File: src/hdl/surjection_count_mod_prime_unit_macros.svh
// Assertion macros for the surjection count unit
`ifndef SURJECTION_COUNT_MOD_PRIME_UNIT_MACROS_SVH
`define SURJECTION_COUNT_MOD_PRIME_UNIT_MACROS_SVH
// implication checked every edge outside reset
`define SCM_ASSERT_IMP(label, clk, rst_n, a, c) \
    label: assert property (@(posedge clk) disable iff (!rst_n) (a) |-> (c)) \
        else $error("assertion failed");
// next-cycle implication
`define SCM_ASSERT_NXT(label, clk, rst_n, a, c) \
    label: assert property (@(posedge clk) disable iff (!rst_n) (a) |=> (c)) \
        else $error("assertion failed");
`endif

File: src/hdl/scm_pkg.sv
//------------------------------------------------------------------------------
// scm_pkg
// Constants and types for the surjection count unit.
//------------------------------------------------------------------------------
package scm_pkg;
    localparam int MAX_N = 4096;
    localparam int NW = 13;
    localparam int AW = 13;
    localparam int VW = 30;
    localparam logic [VW-1:0] MOD = 30'd1000000007;
    localparam logic [VW-1:0] MOD_EXP = 30'd1000000005;
    // floor(2^60 / MOD), the Barrett reciprocal
    localparam logic [VW:0] BARRETT_M = 31'd1152921496;
    // twice the modulus, 32 bits wide for the final correction
    localparam logic [31:0] MOD_X2 = 32'd2000000014;

    typedef enum logic [4:0] {
        S_IDLE, S_FACT_RD, S_FACT_MUL, S_FACT_WAIT,
        S_PW_INIT, S_PW_STEP, S_PW_SQ, S_PW_WAIT, S_PW_SQW,
        S_INV_SET, S_INV_RD, S_INV_MUL, S_INV_WAIT,
        S_SUM_RD, S_SUM_M1, S_SUM_M1W, S_SUM_M2, S_SUM_M2W,
        S_SUM_M3, S_SUM_M3W, S_SUM_ACC, S_OUT
    } t_state;
endpackage

File: src/hdl/scm_modmul.sv
//------------------------------------------------------------------------------
// scm_modmul
// Multi-cycle modular multiplier: 30x30 product, then Barrett reduction, all
// on one 32x32 multiplier. o_p holds the result while o_done is high.
//------------------------------------------------------------------------------
module scm_modmul (
    input  logic                   i_clk,
    input  logic                   i_rst_n,
    input  logic                   i_start,
    input  logic [scm_pkg::VW-1:0] i_a,
    input  logic [scm_pkg::VW-1:0] i_b,
    output logic                   o_done,
    output logic [scm_pkg::VW-1:0] o_p
);
    import scm_pkg::*;
    logic [VW-1:0]   r_a, r_b;
    logic [2*VW-1:0] r_prod;
    logic [2*VW+1:0] r_qe;
    logic [31:0]     r_qp;
    logic [VW-1:0]   r_p;
    logic            r_s1, r_s2, r_s3, r_s4, r_done;
    logic [31:0]     mul_x, mul_y;
    logic [63:0]     mul_z;
    logic [31:0]     rem, n_p;

    // shared multiplier: product, then quotient estimate, then quotient times MOD
    always_comb begin
        mul_x = {2'b00, r_a};
        mul_y = {2'b00, r_b};
        if (r_s2) begin
            mul_x = {1'b0, r_prod[2*VW-1:VW-1]};
            mul_y = {1'b0, BARRETT_M};
        end else if (r_s3) begin
            mul_x = {1'b0, r_qe[2*VW+1:VW+1]};
            mul_y = {2'b00, MOD};
        end
    end
    assign mul_z = mul_x * mul_y;

    // remainder is below 3*MOD, one subtraction of 2*MOD or of MOD corrects it
    always_comb begin
        rem = r_prod[31:0] - r_qp;
        if (rem >= MOD_X2)
            n_p = rem - MOD_X2;
        else if (rem >= {2'b00, MOD})
            n_p = rem - {2'b00, MOD};
        else
            n_p = rem;
    end

    // datapath registers
    always_ff @(posedge i_clk) begin
        if (i_start) begin
            r_a <= i_a;
            r_b <= i_b;
        end
        if (r_s1) r_prod <= mul_z[2*VW-1:0];
        if (r_s2) r_qe <= mul_z[2*VW+1:0];
        if (r_s3) r_qp <= mul_z[31:0];
        if (r_s4) r_p <= n_p[VW-1:0];
    end

    // stage valid bits
    always_ff @(posedge i_clk) begin
        if (!i_rst_n) begin
            r_s1 <= 1'b0; r_s2 <= 1'b0; r_s3 <= 1'b0; r_s4 <= 1'b0; r_done <= 1'b0;
        end else begin
            r_s1 <= i_start; r_s2 <= r_s1; r_s3 <= r_s2; r_s4 <= r_s3; r_done <= r_s4;
        end
    end

    assign o_done = r_done;
    assign o_p = r_p;
endmodule

File: config.mk
export PLATFORM = sky130hd
export DESIGN_NAME = scm_modmul
export DESIGN_NICKNAME = d
export VERILOG_FILES = /design/src/hdl/surjection_count_mod_prime_unit_macros.svh /design/src/hdl/scm_pkg.sv /design/src/hdl/scm_modmul.sv
export SDC_FILE = /design/constraint.sdc
export NUM_CORES = 2
export LEC_CHECK = 0
export BUFFER_PORTS_ARGS = -buffer_cell sky130_fd_sc_hd__buf_2
export CELL_PAD_IN_SITES_DETAIL_PLACEMENT = 2
export CELL_PAD_IN_SITES_GLOBAL_PLACEMENT = 2
export CORE_ASPECT_RATIO = 1.75
export CORE_MARGIN = 2
export CORE_UTILIZATION = 36
export CTS_BUF_LIST = sky130_fd_sc_hd__clkbuf_8
export DETAILED_ROUTE_END_ITERATION = 8
export PLACE_DENSITY = 0.75
export SLEW_MARGIN = 20
export SYNTH_ARGS = -nofsm -noshare
export SYNTH_HDL_FRONTEND = slang
export SYNTH_SLANG_ARGS = --single-unit
export TNS_END_PERCENT = 10
File: constraint.sdc
create_clock -name i_clk -period 18.1 [get_ports i_clk]
set_clock_uncertainty 0.1 [all_clocks]
set_input_delay 4.525 -clock i_clk [delete_from_list [all_inputs] [get_ports i_clk]]
set_output_delay 4.525 -clock i_clk [all_outputs]
set_load 0.05 [all_outputs]
Word-level counts from Yosys, hierarchy flattened
Cells that the tools add are included.
{"block": "totals", "reg_bits": 249, "latch_bits": 0, "ram_bits": 0, "romBits": 0, "inputBits": 63, "out_inout_bits": 31, "memories": 0}
{"block": "op_classes", "add_sub_neg": 3, "n_mul": 1, "div_mod_pow": 0, "order_cmp": 2, "n_eq_ne": 0, "n_shift": 0, "muxes": 6, "n_bitwise": 0, "n_reduce_logical": 0}
{"operator": "two-way mux 31 bit", "count": 3}
{"operator": "two-way mux 30 bit", "count": 3}
{"operator": "multiplier 32 x 32 -> 62 bit", "count": 1}
{"operator": "subtractor 30 bit, second input constant", "count": 2}
{"operator": "greater-or-equal comparator 32 x 30 -> 1 bit, second input constant", "count": 1}
{"operator": "greater-or-equal comparator 32 x 31 -> 1 bit, second input constant", "count": 1}
{"operator": "subtractor 32 bit", "count": 1}

Logic depth before layout (Yosys ltp)
{"block": "depth", "word_depth": 4, "mapped_depth": 37, "depth_no_buf": 33}

Worst setup path after synthesis
OpenSTA, ideal clock, no wires.
{"block": "synth_timing", "kind": "register -> register", "from": "reg r_s3", "to": "reg r_prod[46] (data pin)", "arrival_ps": 9873, "required_time_ps": 17729, "slack_ps": 7856, "path_stages_with_launch": 34, "n_path_buf": 5, "synth_period_minus_slack_ps": 10244, "path_cell_list": "dfxtp_1 -> clkbuf_1 -> clkbuf_1 -> buf_1 -> inv_1 -> clkbuf_1 -> a21oi_1 -> clkbuf_1 -> nor2_1 -> fa_1 -> fa_1 -> fa_1 -> inv_1 -> fa_1 -> inv_1 -> fa_1 -> inv_1 -> fa_1 -> inv_1 -> fa_1 -> fa_1 -> ha_1 -> nand2_1 -> o211ai_1 -> a211oi_1 -> o21ai_0 -> a21boi_0 -> o21ai_0 -> a31oi_1 -> o21bai_1 -> a21oi_1 -> o21ai_0 -> o41ai_1 -> xnor2_1"}
{"block": "synth_via", "elab_chain_cells": 3, "word_cells_on_any_way": 5, "cone_classes": "mul: 1; mux: 4"}
{"item": "start, declared", "line_no": "scm_modmul.sv:21", "text": "logic r_s1, r_s2, r_s3, r_s4, r_done;"}
{"item": "start signal, assigned", "line_no": "scm_modmul.sv:68", "text": "r_s1 <= i_start; r_s2 <= r_s1; r_s3 <= r_s2; r_s4 <= r_s3; r_done <= r_s4;"}
{"item": "two-way mux 31 bit or two-way mux 30 bit (tied branches)", "line_no": "scm_modmul.sv:33", "text": "end else if (r_s3) begin"}
{"item": "two-way mux 31 bit", "line_no": "scm_modmul.sv:30", "text": "if (r_s2) begin"}
{"item": "multiplier 32 x 32 -> 62 bit (*)", "line_no": "scm_modmul.sv:38", "text": "assign mul_z = mul_x * mul_y;"}
{"item": "net mul_z[46]", "line_no": "scm_modmul.sv:23", "text": "logic [63:0] mul_z;"}
{"item": "end signal, assigned", "line_no": "scm_modmul.sv:57", "text": "if (r_s1) r_prod <= mul_z[2*VW-1:0];"}
{"item": "end, declared", "line_no": "scm_modmul.sv:17", "text": "logic [2*VW-1:0] r_prod;"}
Mark *: on every way through the listed nets, which the timed path passes. The rest lies on a longest branch.
A chain may end at the register's enable or synchronous reset.

Final worst setup path
{"block": "layout_timing", "from": "reg r_s3", "to": "reg r_qe[46] (data pin)"}
{"block": "layout_via", "elab_chain_cells": 3, "word_cells_on_any_way": 5, "cone_classes": "mul: 1; mux: 4"}
{"item": "two-way mux 31 bit or two-way mux 30 bit (tied branches)", "line_no": "scm_modmul.sv:33"}
{"item": "two-way mux 31 bit", "line_no": "scm_modmul.sv:30"}
{"item": "multiplier 32 x 32 -> 62 bit (*)", "line_no": "scm_modmul.sv:38"}
{"item": "net mul_z[46]", "line_no": "scm_modmul.sv:23"}
{"item": "end signal, assigned", "line_no": "scm_modmul.sv:58", "text": "if (r_s2) r_qe <= mul_z[2*VW+1:0];"}
{"item": "end, declared", "line_no": "scm_modmul.sv:18", "text": "logic [2*VW+1:0] r_qe;"}
Marked as above.

==> impl_metrics.tcl <==
set metrics [dict create \
    yosysUniqueCellTypes 105 \
    synth_seq_cells 218 \
    path_class "flop to flop" \
    vias 33300 \
    r2r-end "r_qe[46]" \
    reg2reg_from "r_s3" \
    postCtsSetupBuffers 0 \
    min_period_over_period 0.644 \
    synth_area_sq_mm 0.0413 \
    crit_arrival_ps 11940 \
    reg2reg_depth 31 \
    gp_congestion 0.942 \
    core_region_area_sq_mm 0.114 \
    synth_top_cell_by_area "fa_1" \
    n_fill_cell 12600 \
    first_global_vias 39600 \
    cp_max_fo 49 \
    hold_class "flop to flop" \
    async_flop_share 0 \
    path_common_cell "fa_1" \
    nets 5625 \
    maxCapViolations 0 \
    layout-drive-gt1-share 0.0770 \
    slew_headroom 0.192 \
    yosysMostFrequentCell "inv_1" \
    h-tree-depth 2 \
    r2r_setup_slack_ps 6440 \
    drt_iter0_markers 1766 \
    setup_violations 0 \
    synth_warnings 0 \
    drc 0 \
    via_per_inst 5.57 \
    grt_use_total 0.327 \
    num_rows 164 \
    hold_buffers 0 \
    worst_slew_pin_slew_ps 1210 \
    syn_avg_cell_area_sq_um 9.36 \
    yosysTopAreaCellShare 0.407 \
    critPathMaxStageDelay_ps 860 \
    grt_max_degree 62 \
    cts_made_buffers 41 \
    grt-ovfl-total 0 \
    io_pins 94 \
    grt_setup_unrepaired "false" \
    required_ps 18380 \
    yosysSeqAreaShare 0.157 \
    portBuffers 93 \
    multiInputGateArea_sq_mm 0.0308 \
    dieWidth_um 260 \
    synth_edf_count 213 \
    antenna_found_initial 9 \
    hold_viol 0 \
    synth_cells 4410 \
    clock_path_buffers 3 \
    cts_tree "yes" \
    start_util 0.362 \
    ys.flop_type "edfxtp_1" \
    slowest_stage "dfxtp_4" \
    crit_end "r_qe[46]" \
    die_y_um 452 \
    drtPass1Iterations 5 \
    grt_pass1_wl_mm 269 \
    wl_mm 188 \
    clock_latency_ps 700 \
    synthTopCellsByArea "fa_1 41%, edfxtp_1 16%, ha_1 8.8%, inv_1 7.9%, nor2_1 5.5%" \
    syn2layout_area_growth_pct 7.53 \
    fmax_ghz 0.0857 \
    slew_viol_final 0 \
    outcome "complete, no violations" \
    start_kind "flop" \
    min_period_ps 11660 \
    ys_top_cells_by_count "866 x inv_1, 838 x fa_1, 605 x nor2_1, 548 x nand2_1, 289 x ha_1" \
    ant_nets 0 \
    post-dp-hpwl_mm 154 \
    cts.sinks 218 \
    tns_ps 0 \
    drt-wirelength-per-cell_um 31.5 \
    cts.clk_slew.worst_paths_ps 60 \
    cp-startpoint "r_s3" \
    seq_area_sq_mm 0.00650 \
    ctsResizeCount 0 \
    clockRootBuffer "clkbuf_8" \
    dieArea_sq_mm 0.117 \
    critical_path.endpoint_type "flop" \
]
[stage by stage]
step                      setup WS, ps  hold WS (ps)  utilization  area, sq um  cells
final                             6440           377        0.390        44400   5969
after detailed placement          6700           378        0.382        43500   5886
after CTS                         6600           392        0.389        44300   5960
after global placement            6980           361        0.382        43500   5886
after floorplan                   7860           582            -        41300   4414
after global routing              5990           419        0.389        44400   5964
[cells in the final DEF (no fill, tap or decap), types with 14 or more instances in the layout]
cell type	Yosys	final
and2_1	45	45
clkbuf_8	0	42
buf_4	2	93
inv_1	866	879
o21bai_1	14	14
nand3_1	38	38
a21oi_1	126	120
o211ai_1	14	14
nor3_1	22	22
xor2_1	28	28
or2_2	39	39
nand2b_1	14	14
nor2b_1	15	15
or3_1	15	15
buf_2	13	92
nand2_1	548	548
fa_1	838	838
xnor2_1	71	71
ha_1	289	289
nand4_1	16	16
a21o_1	56	56
o21ai_0	55	52
o21a_1	19	19
mux2i_1	31	31
edfxtp_1	213	213
and3_1	19	19
nor2_1	605	591
a31oi_1	28	28
[kinds of logic after synthesis]
group	Yosys count	synth area share
AO/OA/AOI/OAI	447	0.0762
XOR/XNOR	99	0.0210
flip-flops	218	0.157
adder cells (fa/ha/maj)	1127	0.494
other	2	0.000182
AND/OR/NAND/NOR	1410	0.143
multiplexers	33	0.00807
buffers and inverters	1074	0.0994
[worst max-delay path, delay by kind of cell (launching register included)]
kind	cells	cell delay (ps)
fa+ha+maj	9	4520
buf+inv	6	1120
mux	1	190
xor+xnor	1	180
flops	1	860
compound gates	10	3260
simple gates	4	1070
[per-layer routing]
| layer | part of all wire | vias up | GRT usage |
|---|---|---|---|
| li1 | - | 13600 | - |
| met1 | 0.29 | 17500 | 0.277 |
| met2 | 0.53 | 1271 | 0.605 |
| met3 | 0.045 | 811 | 0.0543 |
| met4 | 0.14 | 4 | 0.360 |
| met5 | 0.00013 | - | 0 |
[cell type report]
class,count,share of cell area
repair buffers,185,0.0261
multi-input cells,3122,0.693
flip-flops and latches,218,0.147
clock buffers,42,0.0130
inverters,867,0.0734
clock inverters,32,0.00505
diodes,9,0.000508
well taps,1494,0.0421
[registers in the layout (all words and copies together) (netlist names)]
register and flops:
r_s2 1, r_s3 1, o_p 30, r_a 30
r_qp 32, r_prod 60, r_s1 1, r_b 30
r_s4 1, o_done 1, r_qe 31
[how the worst min path moves through the flow]
stage | startpoint | endpoint | depth (start not counted)
6_report | r_s4 | o_done | 1
5_1_grt | r_s4 | o_done | 1
4_1_cts | r_s4 | o_done | 1
3_5_place_dp | r_s4 | o_done | 1
3_3_place_gp | r_s4 | o_done | 1
2_1_floorplan | r_qp[0] | o_p[0] | 2
Power is left out: the tool's default activity adds up to more than one toggle a clock period on the data nets, which glitch-free logic cannot reach.
